[src/hw/rtl/dhsd_pkg.sv]
// Shared constants, types and helper functions for the DNA string dictionary.
`default_nettype none

package dhsd_pkg;

  // Number of slots in the key table.
  localparam int TABLE_SIZE = 4093;

  // Field widths of the request and result transactions.
  localparam int OP_W         = 1;
  localparam int LETTERS_W    = 24;
  localparam int LEN_W        = 4;
  localparam int STATUS_W     = 3;
  localparam int SLOT_FIELD_W = 12;

  // Key and slot widths.
  localparam int KEY_W       = 28;
  localparam int MAX_LETTERS = 12;
  localparam int SLOT_W      = $clog2(TABLE_SIZE);
  localparam int CNT_W       = $clog2(TABLE_SIZE + 1);

  // Depth of the queue between the front and the back end.
  localparam int QUEUE_AW    = 1;
  localparam int QUEUE_DEPTH = 1 << QUEUE_AW;

  // Operation codes.
  localparam logic [OP_W-1:0] OP_INSERT = 1'b0;
  localparam logic [OP_W-1:0] OP_FIND   = 1'b1;

  // Result status codes.
  localparam logic [STATUS_W-1:0] ST_INSERTED  = 3'd0;
  localparam logic [STATUS_W-1:0] ST_PRESENT   = 3'd1;
  localparam logic [STATUS_W-1:0] ST_FOUND     = 3'd2;
  localparam logic [STATUS_W-1:0] ST_NOT_FOUND = 3'd3;
  localparam logic [STATUS_W-1:0] ST_FULL      = 3'd4;

  // Table size and the size less one as key-wide constants.
  localparam logic [KEY_W-1:0] MOD_POS  = KEY_W'(TABLE_SIZE);
  localparam logic [KEY_W-1:0] MOD_STEP = KEY_W'(TABLE_SIZE - 1);

  // Reciprocals scaled by 2^KEY_W; the quotient estimate is at most one low.
  localparam logic [KEY_W-1:0] RECIP_POS  = KEY_W'((64'd1 << KEY_W) / TABLE_SIZE);
  localparam logic [KEY_W-1:0] RECIP_STEP = KEY_W'((64'd1 << KEY_W) / (TABLE_SIZE - 1));

  // Base-5 weight of each letter position.
  localparam logic [KEY_W-1:0] LETTER_WEIGHT [MAX_LETTERS] = '{
    28'd1, 28'd5, 28'd25, 28'd125, 28'd625, 28'd3125, 28'd15625,
    28'd78125, 28'd390625, 28'd1953125, 28'd9765625, 28'd48828125
  };

  // One hashed request as it travels from the front to the back end.
  typedef struct packed {
    logic [OP_W-1:0]   op;
    logic [KEY_W-1:0]  key;
    logic [SLOT_W-1:0] pos;
    logic [SLOT_W-1:0] step;
  } job_t;

  // Modular add of a slot and a step, both below the table size.
  function automatic logic [SLOT_W-1:0] slot_add(input logic [SLOT_W-1:0] a,
                                                 input logic [SLOT_W-1:0] b);
    logic [SLOT_W:0] sum;
    sum = {1'b0, a} + {1'b0, b};
    if (sum >= (SLOT_W + 1)'(TABLE_SIZE)) begin
      sum = sum - (SLOT_W + 1)'(TABLE_SIZE);
    end
    return sum[SLOT_W-1:0];
  endfunction

  // Low bits of a slot number as carried in the result field.
  function automatic logic [SLOT_FIELD_W-1:0] to_slot_field(input logic [SLOT_W-1:0] pos);
    logic [SLOT_W+SLOT_FIELD_W-1:0] wide;
    wide = {{SLOT_FIELD_W{1'b0}}, pos};
    return wide[SLOT_FIELD_W-1:0];
  endfunction

endpackage

`default_nettype wire

[src/hw/rtl/dhsd_queue.sv]
// Short queue of hashed requests between the front and the back end.
`default_nettype none

module dhsd_queue (
  input  wire logic            clk,
  input  wire logic            rst_n,
  input  wire dhsd_pkg::job_t  push_job,
  input  wire logic            push_valid,
  output logic                 push_ready,
  output dhsd_pkg::job_t       pop_job,
  output logic                 pop_valid,
  input  wire logic            pop_ready
);

  localparam int AW = dhsd_pkg::QUEUE_AW;

  dhsd_pkg::job_t  entry_r [dhsd_pkg::QUEUE_DEPTH];
  logic [AW-1:0]   wr_ptr_r, rd_ptr_r;
  logic [AW:0]     count_r;
  logic            do_push, do_pop;

  assign push_ready = (count_r != (AW + 1)'(dhsd_pkg::QUEUE_DEPTH));
  assign pop_valid  = (count_r != '0);
  assign pop_job    = entry_r[rd_ptr_r];
  assign do_push    = push_valid && push_ready;
  assign do_pop     = pop_valid && pop_ready;

  // Pointers and fill count.
  always_ff @(posedge clk) begin
    if (!rst_n) begin
      wr_ptr_r <= '0;
      rd_ptr_r <= '0;
      count_r  <= '0;
    end else begin
      if (do_push) wr_ptr_r <= wr_ptr_r + AW'(1);
      if (do_pop)  rd_ptr_r <= rd_ptr_r + AW'(1);
      if (do_push && !do_pop) begin
        count_r <= count_r + (AW + 1)'(1);
      end else if (do_pop && !do_push) begin
        count_r <= count_r - (AW + 1)'(1);
      end
    end
  end

  // Entry storage.
  always_ff @(posedge clk) begin
    if (do_push) entry_r[wr_ptr_r] <= push_job;
  end

endmodule

`default_nettype wire

[config.mk]
export PLATFORM = sky130hd
export DESIGN_NAME = dhsd_queue
export DESIGN_NICKNAME = d
export VERILOG_FILES = /design/src/hw/rtl/dhsd_pkg.sv /design/src/hw/rtl/dhsd_queue.sv
export SDC_FILE = /design/constraint.sdc
export NUM_CORES = 1
export LEC_CHECK = 0
export ABC_CLOCK_PERIOD_IN_PS = 2200
export BUFFER_PORTS_ARGS = -buffer_cell sky130_fd_sc_hd__clkbuf_2
export CORE_MARGIN = 5
export CORE_UTILIZATION = 27
export CTS_BUF_LIST = sky130_fd_sc_hd__clkbuf_16
export CTS_CLUSTER_SIZE = 8
export DETAILED_ROUTE_END_ITERATION = 6
export HOLD_SLACK_MARGIN = 0.08
export PLACE_DENSITY = 0.54
export SLEW_MARGIN = 20
export SYNTH_ARGS = -nofsm -noshare
export SYNTH_HDL_FRONTEND = slang
export SYNTH_SLANG_ARGS = --single-unit
[constraint.sdc]
create_clock -name clk -period 2.2 [get_ports clk]
set_input_delay 0 -clock clk [delete_from_list [all_inputs] [get_ports clk]]
set_output_delay 0 -clock clk [all_outputs]
set_load 0.02 [all_outputs]
==> metrics.txt <==
status=complete, no violations; average size of a mapped cell=about 22 um2; DP Worst Slack=between 0.6 and 0.7 ns; Die X=133 um; metal2 WL=a little over 4000 um; Synth Instances=approximately 190; Switching Fraction=0.299; Nets=424; Total Neg Setup Slack=0 ns; vias in the first global route=2,479; dpl cells=between 400 and 500; slew margin rel.=0.669; unrepaired setup endpoints after global routing=no; final period utilization=0.792; CTS max path bufs=2; WL met3=about 440 um; crit path buf inv count=2; largest net degree at the start of global routing=28; Mapped Area=about 0.0041 mm2; Least-Margin Pin Slew=0.496 ns; Antenna Cells=0; Reg clk slew, reported paths=about 0.07 ns; CP max stage cell=dfxtp_2; share of cells above drive strength 1=0.509; post-cts sizing count=0; drt pass-1 iters=4; final cell count without fillers=approximately 550; DP HPWL=between 5000 and 6000 um; clk_skew=roughly 0.0062 ns; Clk pwr share=0.240; Synthesis Warnings=0; initial antenna violation count=0; Int Pwr=4.16 mW; Critical Path Fanout Max=20; endpoint class of the critical path=output pin; Crit Path Class=flip-flop to output pin; startpoint types=flip-flop; LEAKAGE=around 2.1 nW; Post-CTS Setup Repair Bufs=0; met1 WL=approximately 3300 um; P&R area growth vs syn=39.8%; I/O pins=about 110; initial DRC count=roughly 120; row count=44; Tmin final=~1.7 ns; die area=around 0.018 mm2; Hold Crit Class=primary input to flip-flop; synth unique cells=20; top routing layer used=met4; DRC viols=0; first-pass GRT wire length=approximately 13,000 um; Die Height=around 130 um; fin. max-slew vios=0; Port Buf Inserts=between 100 and 150; flops & latches, synth=111; fmax=between 500 and 600 MHz; pwr dens=around 1000 mW/mm2; routed length per placed instance=approximately 15 um; Seq/Total Area, Yosys=0.808; via density per instance=4.08; Initial Utilization=0.278; GPL Wtd Cong=approximately 0.68; Net Count, Synth=about 250; max-cap violation count=0; final worst setup slack=approximately 0.46 ns; Peak VDD IR=about 470 uV; via count=between 2,000 and 2,500; Finished Cell Area=between 0.005 and 0.006 mm2; Clock Latency Late Sink=0.34 ns; Net Switching=~1.8 mW; Core Region=~0.015 mm2; Final ANT Viol Nets=0; CP max stage delay=0.64 ns; cell area after placement=about 0.0049 mm2; Num CTS Buffers=9; critical path, cell by cell=buf_12, mux2_2, clkbuf_2; Root Buffer=clkbuf_16; Final setup viols=0; CTS tree=done; Tot GR Track Use=0.0941; CTS Sinks=roughly 110; Final Hold Fails=0; H-tree Lvls=3; total congestion overflow=0; # hold bufs at CTS=between 50 and 60; Combinational Power Share=0.294; CP arrival=about 1.7 ns; Top Family by Delay on Critical Path=flip-flops; routed wire length=~8000 um; CP required=~2.2 ns; sequential power share=0.466
-- worst reg2reg max path, delay by kind of cell, from the launching register on --
family	cells	cell delay, ns
simple gates	3	0.69
flops	1	0.36
fa+ha+maj	1	0.33
compound gates	1	0.14
-- cells in the final DEF (no fill, tap or decap) --
cell type	instances
clkbuf_2	111
edfxtp_1	106
dlygate4sd3_1	55
mux2_2	53
clkbuf_16	9
and2_1	4
dfxtp_1	4
buf_4	4
xnor2_1	2
clkinv_2	2
clkinv_1	2
buf_12	2
nand2b_4	1
or2_2	1
o21ai_1	1
and3_2	1
nand3b_1	1
inv_2	1
a21bo_2	1
a21boi_0	1
xor2_1	1
o21ai_0	1
or3_1	1
a21boi_1	1
ha_1	1
dfxtp_2	1
inv_6	1
-- cell families after synthesis --
logic type,share of synthesized area
AO/OA/AOI/OAI,0.00862
XOR/XNOR,0.00646
adder cells (fa/ha/maj),0.00308
buffers and inverters,0.0114
flip-flops,0.808
multiplexers,0.147
AND/OR/NAND/NOR,0.0160
-- synth_stat cells --
library cell,n,area (um2)
and3_1,1,6.26
a21boi_1,1,7.51
and2_1,4,25.0
buf_2,1,5.00
nand2b_4,1,13.8
buf_4,5,37.5
o21ai_1,1,5.00
xor2_1,1,8.76
a21bo_2,1,10.0
ha_1,1,12.5
a21boi_0,1,7.51
dfxtp_1,5,100
mux2_2,53,597
nand3b_1,1,7.51
inv_1,1,3.75
xnor2_1,2,17.5
o21ai_0,1,5.00
edfxtp_1,106,3180
or2_2,1,6.26
or3_1,1,6.26
-- per-stage QoR --
step / hold WS, ns / power [mW] / util
after global routing: 0.193 / 6.26 / 0.388
after detailed placement: 0.196 / 4.53 / 0.333
after floorplan: 0.0989 / 3.94 / -
after global placement: 0.190 / 4.51 / 0.333
final: 0.135 / 5.93 / 0.388
after CTS: 0.112 / 6.06 / 0.388
-- power by group through the flow --
stage,clock network (mW),registers [mW],logic [mW]
after floorplan,0,2.75,1.19
after CTS,1.49,2.77,1.80
after detailed placement,0,2.82,1.71
final,1.42,2.76,1.74
after global placement,0,2.80,1.71
after global routing,1.57,2.79,1.89
-- cell type report --
cell class | count | area, um2
Fill cell | 1387 | 8960
Inverter | 1 | 3.75
Multi-Input combinational cell | 71 | 737
Tap cell | 184 | 230
Sequential cell | 111 | 3280
Timing Repair Buffer | 172 | 1180
Clock buffer | 9 | 225
Clock inverter | 5 | 26.3
-- sequential cells by signal, summed over array words and instances, names as in the netlist, named ones only --
register,count
wr_ptr_r,1
rd_ptr_r,1
entry_r,106
count_r,2
-- routing by layer --
| layer | GRT usage | vias to the layer above |
|---|---|---|
| met5 | 0 | - |
| met4 | 0.0485 | 0 |
| met3 | 0.0323 | 12 |
| met2 | 0.159 | 59 |
| met1 | 0.106 | 1100 |
| li1 | - | 1088 |
-- path summary, 6_finish.rpt --
kind	startpoint	end	slack, ns	cells after the start
hold / removal	pop_ready	rd_ptr_r	0.14	4
setup reg to reg	count_r[0]	count_r[1]	0.61	5
hold reg to reg	count_r[1]	count_r[1]	0.57	2
setup / recovery	flip-flop	pop_job[22]	0.46	3
No activity file was read; power rests on OpenSTA's default activity.
