**config.mk**
```make
export PLATFORM = sky130hd
export DESIGN_NAME = dhsd_front_flat
export DESIGN_NICKNAME = d
export VERILOG_FILES = /design/src/hw/rtl/dhsd_pkg.sv /design/src/hw/rtl/dhsd_in_if.sv /design/src/hw/rtl/dhsd_front.sv /design/src/flat_wrapper.sv
export SDC_FILE = /design/constraint.sdc
export NUM_CORES = 1
export LEC_CHECK = 0
export BUFFER_PORTS_ARGS = -buffer_cell sky130_fd_sc_hd__buf_2
export CORE_MARGIN = 2
export CORE_UTILIZATION = 60
export DETAILED_ROUTE_END_ITERATION = 16
export PLACE_DENSITY = 0.86
export SETUP_SLACK_MARGIN = 0.3
export SYNTH_ARGS = -nofsm -noshare
export SYNTH_HDL_FRONTEND = slang
export SYNTH_SLANG_ARGS = --single-unit
```
**constraint.sdc**
```tcl
create_clock -name clk -period 29.4 [get_ports clk]
set_clock_uncertainty 0.15 [all_clocks]
set_input_delay 4.41 -clock clk [delete_from_list [all_inputs] [get_ports clk]]
set_output_delay 4.41 -clock clk [all_outputs]
set_load 0.01 [all_outputs]
```
**src/hw/rtl/dhsd_pkg.sv**
```systemverilog
// Shared constants, types and helper functions for the DNA string dictionary.
`default_nettype none

package dhsd_pkg;

  // Number of slots in the key table.
  localparam int TABLE_SIZE = 4093;

  // Field widths of the request and result transactions.
  localparam int OP_W         = 1;
  localparam int LETTERS_W    = 24;
  localparam int LEN_W        = 4;
  localparam int STATUS_W     = 3;
  localparam int SLOT_FIELD_W = 12;

  // Key and slot widths.
  localparam int KEY_W       = 28;
  localparam int MAX_LETTERS = 12;
  localparam int SLOT_W      = $clog2(TABLE_SIZE);
  localparam int CNT_W       = $clog2(TABLE_SIZE + 1);

  // Depth of the queue between the front and the back end.
  localparam int QUEUE_AW    = 1;
  localparam int QUEUE_DEPTH = 1 << QUEUE_AW;

  // Operation codes.
  localparam logic [OP_W-1:0] OP_INSERT = 1'b0;
  localparam logic [OP_W-1:0] OP_FIND   = 1'b1;

  // Result status codes.
  localparam logic [STATUS_W-1:0] ST_INSERTED  = 3'd0;
  localparam logic [STATUS_W-1:0] ST_PRESENT   = 3'd1;
  localparam logic [STATUS_W-1:0] ST_FOUND     = 3'd2;
  localparam logic [STATUS_W-1:0] ST_NOT_FOUND = 3'd3;
  localparam logic [STATUS_W-1:0] ST_FULL      = 3'd4;

  // Table size and the size less one as key-wide constants.
  localparam logic [KEY_W-1:0] MOD_POS  = KEY_W'(TABLE_SIZE);
  localparam logic [KEY_W-1:0] MOD_STEP = KEY_W'(TABLE_SIZE - 1);

  // Reciprocals scaled by 2^KEY_W; the quotient estimate is at most one low.
  localparam logic [KEY_W-1:0] RECIP_POS  = KEY_W'((64'd1 << KEY_W) / TABLE_SIZE);
  localparam logic [KEY_W-1:0] RECIP_STEP = KEY_W'((64'd1 << KEY_W) / (TABLE_SIZE - 1));

  // Base-5 weight of each letter position.
  localparam logic [KEY_W-1:0] LETTER_WEIGHT [MAX_LETTERS] = '{
    28'd1, 28'd5, 28'd25, 28'd125, 28'd625, 28'd3125, 28'd15625,
    28'd78125, 28'd390625, 28'd1953125, 28'd9765625, 28'd48828125
  };

  // One hashed request as it travels from the front to the back end.
  typedef struct packed {
    logic [OP_W-1:0]   op;
    logic [KEY_W-1:0]  key;
    logic [SLOT_W-1:0] pos;
    logic [SLOT_W-1:0] step;
  } job_t;

  // Modular add of a slot and a step, both below the table size.
  function automatic logic [SLOT_W-1:0] slot_add(input logic [SLOT_W-1:0] a,
                                                 input logic [SLOT_W-1:0] b);
    logic [SLOT_W:0] sum;
    sum = {1'b0, a} + {1'b0, b};
    if (sum >= (SLOT_W + 1)'(TABLE_SIZE)) begin
      sum = sum - (SLOT_W + 1)'(TABLE_SIZE);
    end
    return sum[SLOT_W-1:0];
  endfunction

  // Low bits of a slot number as carried in the result field.
  function automatic logic [SLOT_FIELD_W-1:0] to_slot_field(input logic [SLOT_W-1:0] pos);
    logic [SLOT_W+SLOT_FIELD_W-1:0] wide;
    wide = {{SLOT_FIELD_W{1'b0}}, pos};
    return wide[SLOT_FIELD_W-1:0];
  endfunction

endpackage

`default_nettype wire

```
**src/hw/rtl/dhsd_in_if.sv**
```systemverilog
// Request channel: valid/ready handshake with operation, letters and length.
`default_nettype none

interface dhsd_in_if;
  logic                             valid;
  logic                             ready;
  logic [dhsd_pkg::OP_W-1:0]        operation;
  logic [dhsd_pkg::LETTERS_W-1:0]   letters;
  logic [dhsd_pkg::LEN_W-1:0]       length;

  modport source (output valid, output operation, output letters, output length,
                  input ready);
  modport sink   (input valid, input operation, input letters, input length,
                  output ready);
endinterface

`default_nettype wire

```
**src/hw/rtl/dhsd_front.sv**
```systemverilog
// Front end: forms the base-5 key and both hash values in a three-stage pipeline.
`default_nettype none

module dhsd_front (
  input  wire logic         clk,
  input  wire logic         rst_n,
  dhsd_in_if.sink           in_ch,
  output dhsd_pkg::job_t    job,
  output logic              job_valid,
  input  wire logic         job_ready
);

  localparam int KW = dhsd_pkg::KEY_W;
  localparam int SW = dhsd_pkg::SLOT_W;

  logic                       s1_valid_r, s2_valid_r, s3_valid_r;
  logic                       ready1, ready2, ready3;
  logic [dhsd_pkg::OP_W-1:0]  s1_op_r, s2_op_r, s3_op_r;
  logic [KW-1:0]              s1_key_r, s2_key_r, s3_key_r;
  logic [KW-1:0]              s2_qpos_r, s2_qstep_r;
  logic [SW-1:0]              s3_pos_r, s3_step_r;

  logic [dhsd_pkg::LEN_W-1:0] n_len;
  logic [KW-1:0]              key_sum;
  logic [2:0]                 code;
  logic [2*KW-1:0]            prod_pos, prod_step;
  logic [KW-1:0]              rem_pos, rem_step;
  logic [KW-1:0]              fix_pos, fix_step;

  // Backpressure chain through the stages.
  assign ready3      = !s3_valid_r || job_ready;
  assign ready2      = !s2_valid_r || ready3;
  assign ready1      = !s1_valid_r || ready2;
  assign in_ch.ready = ready1;

  // Key: clamp the length, then sum the weighted letter codes.
  always_comb begin
    if (in_ch.length == '0) begin
      n_len = dhsd_pkg::LEN_W'(1);
    end else if (in_ch.length > dhsd_pkg::LEN_W'(dhsd_pkg::MAX_LETTERS)) begin
      n_len = dhsd_pkg::LEN_W'(dhsd_pkg::MAX_LETTERS);
    end else begin
      n_len = in_ch.length;
    end
    key_sum = '0;
    code    = '0;
    for (int k = 0; k < dhsd_pkg::MAX_LETTERS; k++) begin
      code = {1'b0, in_ch.letters[2*k +: 2]} + 3'd1;
      if (dhsd_pkg::LEN_W'(k) < n_len) begin
        key_sum = key_sum + dhsd_pkg::LETTER_WEIGHT[k] * {{(KW-3){1'b0}}, code};
      end
    end
  end

  // Quotient estimates by multiplication with the scaled reciprocals.
  assign prod_pos  = {{KW{1'b0}}, s1_key_r} * {{KW{1'b0}}, dhsd_pkg::RECIP_POS};
  assign prod_step = {{KW{1'b0}}, s1_key_r} * {{KW{1'b0}}, dhsd_pkg::RECIP_STEP};

  // Remainders, with one correction each since the estimate may be one low.
  always_comb begin
    rem_pos  = s2_key_r - s2_qpos_r * dhsd_pkg::MOD_POS;
    rem_step = s2_key_r - s2_qstep_r * dhsd_pkg::MOD_STEP;
    fix_pos  = (rem_pos >= dhsd_pkg::MOD_POS) ? rem_pos - dhsd_pkg::MOD_POS : rem_pos;
    fix_step = (rem_step >= dhsd_pkg::MOD_STEP) ? rem_step - dhsd_pkg::MOD_STEP : rem_step;
  end

  // Valid bits of the stages.
  always_ff @(posedge clk) begin
    if (!rst_n) begin
      s1_valid_r <= 1'b0;
      s2_valid_r <= 1'b0;
      s3_valid_r <= 1'b0;
    end else begin
      if (ready1) s1_valid_r <= in_ch.valid;
      if (ready2) s2_valid_r <= s1_valid_r;
      if (ready3) s3_valid_r <= s2_valid_r;
    end
  end

  // Stage payloads.
  always_ff @(posedge clk) begin
    if (ready1 && in_ch.valid) begin
      s1_op_r  <= in_ch.operation;
      s1_key_r <= key_sum;
    end
    if (ready2 && s1_valid_r) begin
      s2_op_r    <= s1_op_r;
      s2_key_r   <= s1_key_r;
      s2_qpos_r  <= prod_pos[2*KW-1:KW];
      s2_qstep_r <= prod_step[2*KW-1:KW];
    end
    if (ready3 && s2_valid_r) begin
      s3_op_r   <= s2_op_r;
      s3_key_r  <= s2_key_r;
      s3_pos_r  <= fix_pos[SW-1:0];
      s3_step_r <= fix_step[SW-1:0] + SW'(1);
    end
  end

  assign job_valid = s3_valid_r;
  assign job.op    = s3_op_r;
  assign job.key   = s3_key_r;
  assign job.pos   = s3_pos_r;
  assign job.step  = s3_step_r;

endmodule

`default_nettype wire

```
**src/flat_wrapper.sv**
```systemverilog
// flat-port wrapper written by rule: the top's interface ports become plain ports
module dhsd_front_flat 
  (clk, rst_n, job, job_valid, job_ready, in_ch_valid, in_ch_operation, in_ch_letters, in_ch_length, in_ch_ready);
  dhsd_in_if in_ch_i ();
  input  wire logic clk;
  input  wire logic rst_n;
  output dhsd_pkg::job_t job;
  output logic job_valid;
  input  wire logic job_ready;
  input wire logic [$bits(in_ch_i.valid)-1:0] in_ch_valid;
  input wire logic [$bits(in_ch_i.operation)-1:0] in_ch_operation;
  input wire logic [$bits(in_ch_i.letters)-1:0] in_ch_letters;
  input wire logic [$bits(in_ch_i.length)-1:0] in_ch_length;
  output wire logic [$bits(in_ch_i.ready)-1:0] in_ch_ready;
  assign in_ch_i.valid = in_ch_valid;
  assign in_ch_i.operation = in_ch_operation;
  assign in_ch_i.letters = in_ch_letters;
  assign in_ch_i.length = in_ch_length;
  assign in_ch_ready = in_ch_i.ready;
  dhsd_front u_core (.clk(clk), .rst_n(rst_n), .in_ch(in_ch_i), .job(job), .job_valid(job_valid), .job_ready(job_ready));
endmodule
```
==> results of run 1 <==
[per-layer routing]
metal / wire, um / share of wire [%] / vias up
met5: 0 / 0 / -
met4: 3120 / 4.0 / 0
met3: 4390 / 5.6 / 209
met2: 38700 / 49 / 915
met1: 32500 / 41 / 12500
li1: - / - / 12400
[per-stage QoR]
stage / setup WS (ns) / utilization [%] / std cells / area (um2) / hold slack, ns
finish: 5.85 / 64.2 / 4274 / 33800 / 0.277
global route: 4.57 / 64.2 / 4272 / 33800 / 0.300
CTS: 6.10 / 64.2 / 4272 / 33800 / 0.277
detailed placement: 5.68 / 63.1 / 4241 / 33200 / 0.265
global placement: 5.86 / 63.1 / 4241 / 33200 / 0.254
floorplan: 7.43 / - / 3515 / 32000 / 0.250
[state kept, by name, summed over array words and instances (netlist names), 12 cells and up]
register,count
u_core.s2_qpos_r,17
u_core.s1_key_r,28
u_core.s2_key_r,28
u_core.s2_qstep_r,17
u_core.s3_step_r,12
u_core.s3_pos_r,12
u_core.s3_key_r,28
[layout make-up]
type | count | area (um2)
multi-input combinational | 2791 | 25500
fill | 4115 | 18900
sequential | 148 | 4410
inverter | 512 | 1920
tap | 688 | 861
timing repair buffer | 102 | 548
clock buffer | 19 | 433
clock inverter | 12 | 139
antenna | 2 | 5.00
[worst paths after layout]
path	start	slack, ns	to
max reg2reg	u_core.s2_qstep_r[3]$_DFFE_PP_	19.54	u_core.s3_step_r[8]$_DFFE_PP_
min reg2reg	u_core.s1_op_r$_DFFE_PP_	0.28	u_core.s2_op_r$_DFFE_PP_
min	u_core.s1_op_r$_DFFE_PP_	0.28	u_core.s2_op_r$_DFFE_PP_
max	in_ch_letters[2]	5.85	u_core.s1_key_r[26]$_DFFE_PP_
[critical path: cells and delay by family]
family                     cells  cell delay (ns)
muxes                          1             0.28
adders and majority gates     21             6.80
AOI/OAI and AO/OA             35             6.69
xor gates and xnor gates       7             1.12
and+or+nand+nor               19             3.96
buffers and inverters          4             0.32
[cells in the mapped netlist, types with 24 or more instances]
cell type,number
o21ai_0,140
clkbuf_1,50
a31oi_1,30
or3_1,24
nor2b_1,50
nand3_1,59
nor3_1,64
xor2_1,85
fa_1,271
nand2_1,189
o21a_1,65
and3_1,30
nand2b_1,52
xnor2_1,166
nor2_1,203
a21o_1,75
a21oi_1,191
ha_1,638
edfxtp_1,145
mux2_2,43
inv_1,512
o21bai_1,25
mux2i_1,31
[cell families after synthesis]
family,after synthesis
adder cells (fa/ha/maj),909
AND/OR/NAND/NOR,796
multiplexers,75
flip-flops,148
buffers and inverters,576
AO/OA/AOI/OAI,760
XOR/XNOR,251
[placed cells by master (no fill, tap or decap), types with 52 or more instances in the layout]
cell / n
nand3_1: 59
a21o_1: 75
nor3_1: 64
a21oi_1: 191
inv_1: 512
nor2_1: 203
nand2_1: 189
ha_1: 638
xor2_1: 85
o21ai_0: 139
nand2b_1: 52
fa_1: 271
o21a_1: 65
xnor2_1: 166
edfxtp_1: 145
buf_2: 87
==> impl_results.md, run 1 <==
* Nets at 4,514
* Adder-cell share of the synthesized area at 41.8%
* DP Wirelength at 66,500 um
* Die X-Extent at 235 um
* Syn nets at 4,457
* Slowest CP cell: fa_1
* Area delta synth->final at 5.48%
* Post-CTS setup buffers at 0
* Simple-gate share of the synthesized area at 12.4%
* Relative slew slack at 40.2%
* Final hold vios at 0
* Delay of the slowest critical-path stage at 0.48 ns
* Netlist Area Pre-Place at 0.0320 mm2
* CP startpoint kind: input port
* WL final at 78,800 um
* Average wire per standard cell at 18.4 um
* H-tree levels at 4
* Post-synthesis mux area share at 2.51%
* Total die area at 0.0553 mm2
* Max-slew violations at 0
* Avg Synthesized Cell Area at 9.12 um2
* 1st-pass router iterations at 5
* Unrepaired setup endpoints after global routing: false
* Clk buf depth at 2
* Iter 0 DRT Violations at 1,968
* Top FF cell, synth: edfxtp_1
* Final TNS setup at 0 ns
* Most used cell, CP: ha_1
* GRT Max-Usage Layer: met2
* DIE HEIGHT at 235 um
* Largest family of logic cells by synthesized area: adder cells
* Finish-stage setup viols at 0
* Path type of the worst min-delay path: reg2reg
* Minimum clock period at 23.55 ns
* Vias in the first global route at 26,000
* Worst r2r path cells at 36
* Port Buffers at 87
* CP Class: in2reg
* Top cells by area, synth: ha_1, fa_1, edfxtp_1, inv_1, xnor2_1
* Met3 Track Usage GR at 3.07%
* Clk_lat worst skew at 0.44 ns
* Met1 usage at 36.0%
* Crit path arrival time at 23.59 ns
* Asr flop ratio synth at 0%
* Yosys reg bits at 148
* Crit path capture type: register
* Pin count of the biggest net entering global routing at 64
* Sink Count at 148
* Post-CTS resize count at 0
* Synth cell types at 98
* IO Count at 88
* Synth Area in XOR/XNOR at 6.86%
* Post-synthesis compound-gate area fraction at 15.8%
* Rows at 84
* Starting Density at 60.9%
* First-pass GRT wire length at 129,000 um
* Post-synthesis sequential area ratio at 13.8%
* Actual slew at the worst max-slew pin at 0.897 ns
* Peak Freq at 42.5 MHz
* Clk slew on worst S/H paths at 0.06 ns
* Maxcap violations at 0
* GP Congestion at 0.998
* Root Buffer: clkbuf_16
* DRC at 0
* Via count at 26,000
* Layout cell share with drive strength beyond 1 at 6.22%
* Tcrit/Tclk final at 80.1%
* Met2 Track Usage GR at 50.3%
* Total global routing overflow at 0
* TritonCTS buffer count at 17
* Synth Instances at 3,515
* Cells on Worst Hold Path at 0
* Initial antenna violation count at 0
* Total GRT Usage at 28.6%
* CP Max Fanout at 7
* Routed Antenna Nets at 0
* Status: finished, final reports clean
* Largest area contributor in the netlist: ha_1
* Share of Yosys cell area claimed by the top area cell type at 24.9%
* Post-synth EDFFs at 145
* Worst path required time at 29.43 ns
* Synth warn at 0
* CTS tree: built
* CTS Hold Bufs at 0
* Core ar. at 0.0527 mm2
* Via density at 6.08
Power of run 1 is not shown: default switching activity piles up to over one toggle a cycle in this logic, so the estimate is an artifact.
==> run 2: changes to the inputs <==
Settings changed: PLACE_DENSITY 0.86 to 0.89.
Clock period 29.4 ns to 20.8 ns, I/O delays scaled along.
==> impl_results.md, run 2 (synthesis gave the netlist of run 1 again) <==
* Max-slew violations at 0 (unchanged)
* CP startpoint kind: input port
* Clk slew on worst S/H paths at 0.06 ns (about the same)
* Worst path required time at 20.85 ns (-8.58 ns)
* DP Wirelength at 73,400 um (+10%)
* Clk buf depth at 2 (unchanged)
* First-pass GRT wire length at 152,000 um (+17%)
* H-tree levels at 4 (unchanged)
* Most used cell, CP: ha_4
* Failing checks: negative setup slack
* Port Buffers at 87 (unchanged)
* Top Registers: u_core.s1_key_r: 28 flops, u_core.s2_key_r: 28 flops, u_core.s3_key_r: 28 flops
* DRC at 0 (unchanged)
* CP Max Fanout at 4 (-3)
* TritonCTS buffer count at 17 (unchanged)
* Worst r2r path cells at 37 (+2.8%)
* Setup WS pre-CTS at -1.02 ns (-6.70 ns)
* Tcrit/Tclk final at 105%
* Root Buffer: clkbuf_16
* Via density at 6.80 (+12%)
* FF/Latch Area at 0.00441 mm2 (unchanged)
* Rows at 84 (unchanged)
* CTS Hold Bufs at 0 (unchanged)
* Pin count of the biggest net entering global routing at 64 (unchanged)
* Core ar. at 0.0527 mm2 (unchanged)
* CTS tree: built
* Iter 0 DRT Violations at 3,581 (+82%)
* DIE HEIGHT at 235 um (unchanged)
* Average wire per standard cell at 24.5 um (+33%)
* Starting Density at 60.9% (unchanged)
* Maxcap violations at 0 (unchanged)
* Die X-Extent at 235 um (unchanged)
* Total global routing overflow at 0 (unchanged)
* Cells on Worst Hold Path at 0 (unchanged)
* Post-route worst setup slack at -0.963 ns (-6.81 ns)
* Unrepaired setup endpoints after global routing: true
* Final hold vios at 0 (unchanged)
* Crit path arrival time at 21.81 ns (-1.78 ns)
* WL final at 114,000 um (+45%)
* Slowest CP cell: fa_1
* CP Class: in2reg
* Area of the multi-input gates at 0.0272 mm2 (+6.7%)
* IO Count at 88 (unchanged)
* Routed Antenna Nets at 0 (unchanged)
* Via count at 31,600 (+22%)
* Nets at 4,890 (+8.3%)
* Relative slew slack at 37.2% (-3.1 points)
* 1st-pass router iterations at 9 (+4)
* Initial antenna violation count at 4 (+4)
* Sink Count at 148 (unchanged)
* Most frequent cells in the layout: ha_1, inv_1, buf_4
* Total die area at 0.0553 mm2 (unchanged)
* Path type of the worst min-delay path: reg2reg
* Area delta synth->final at 19.7%
* WP buf/inv at 13 (+9)
* Vias in the first global route at 30,200 (+16%)
* Minimum clock period at 21.76 ns
* CP delay by family, top: adder cells
* Clk_lat worst skew at 0.47 ns (+0.03 ns)
* Finish-stage setup viols at 10 (+10)
* Peak Freq at 45.9 MHz
* Fill cell count at 2,979 (-28%)
* Crit path capture type: register
* GP Congestion at 0.974 (-2.4%)
* Crit path depth at 89 (+2.3%)
* Total GRT Usage at 33.8% (+5.2 points)
* Layout cell share with drive strength beyond 1 at 21.4% (+15 points)
* Delay of the slowest critical-path stage at 0.79 ns (+0.31 ns)
* Status: finished, violations left
* Commonest non-fill, non-tap cell in the layout: ha_1
* Actual slew at the worst max-slew pin at 0.942 ns (+0.0458 ns)
-- run 2: final cells by class --
class	instances	area share [%]
sequential	148	11.5
clock inverter	13	0.329
multi-input combinational	2791	70.9
clock buffer	18	1.12
tap	688	2.24
antenna	3	0.0196
timing repair buffer	478	8.89
inverter	512	5.04
-- run 2: stage by stage --
stage          TNS [ns]  hold WS (ns)  std cells  area (um2)  util [%]
4_1_cts               0         0.272       4595       36500      69.3
3_5_place_dp      -5.06         0.257       4550       35600      67.6
5_1_grt           -8.52         0.275       4648       38400      72.9
6_report          -5.92         0.269       4651       38400      72.9
2_1_floorplan         0         0.250       3515       32100         -
3_3_place_gp     -0.976         0.253       4550       35600      67.6
-- run 2: final timing paths --
kind	startpoint	endpoint	slack, ns
worst min-delay path	u_core.s1_op_r$_DFFE_PP_	u_core.s2_op_r$_DFFE_PP_	0.27
worst min register to register	u_core.s1_op_r$_DFFE_PP_	u_core.s2_op_r$_DFFE_PP_	0.27
worst max register to register	u_core.s2_qstep_r[3]$_DFFE_PP_	u_core.s3_step_r[8]$_DFFE_PP_	10.47
worst max-delay path	in_ch_letters[2]	u_core.s1_key_r[26]$_DFFE_PP_	-0.96
-- run 2: per-layer routing --
metal / track usage (%) / vias to the layer above / share of wire, %
met2: 58.3 / 2598 / 46
met3: 6.21 / 1144 / 11
met5: 0 / - / 0.024
met1: 37.9 / 14800 / 32
li1: - / 13100 / -
met4: 22.8 / 4 / 11
-- run 2: repair_timing --
item	CTS	global route
endpoints found under the setup margin	7	15
gates resized for setup	51	275
setup buffers	14	53
pin swaps	23	153
Power of run 2 is left out for the same reason.
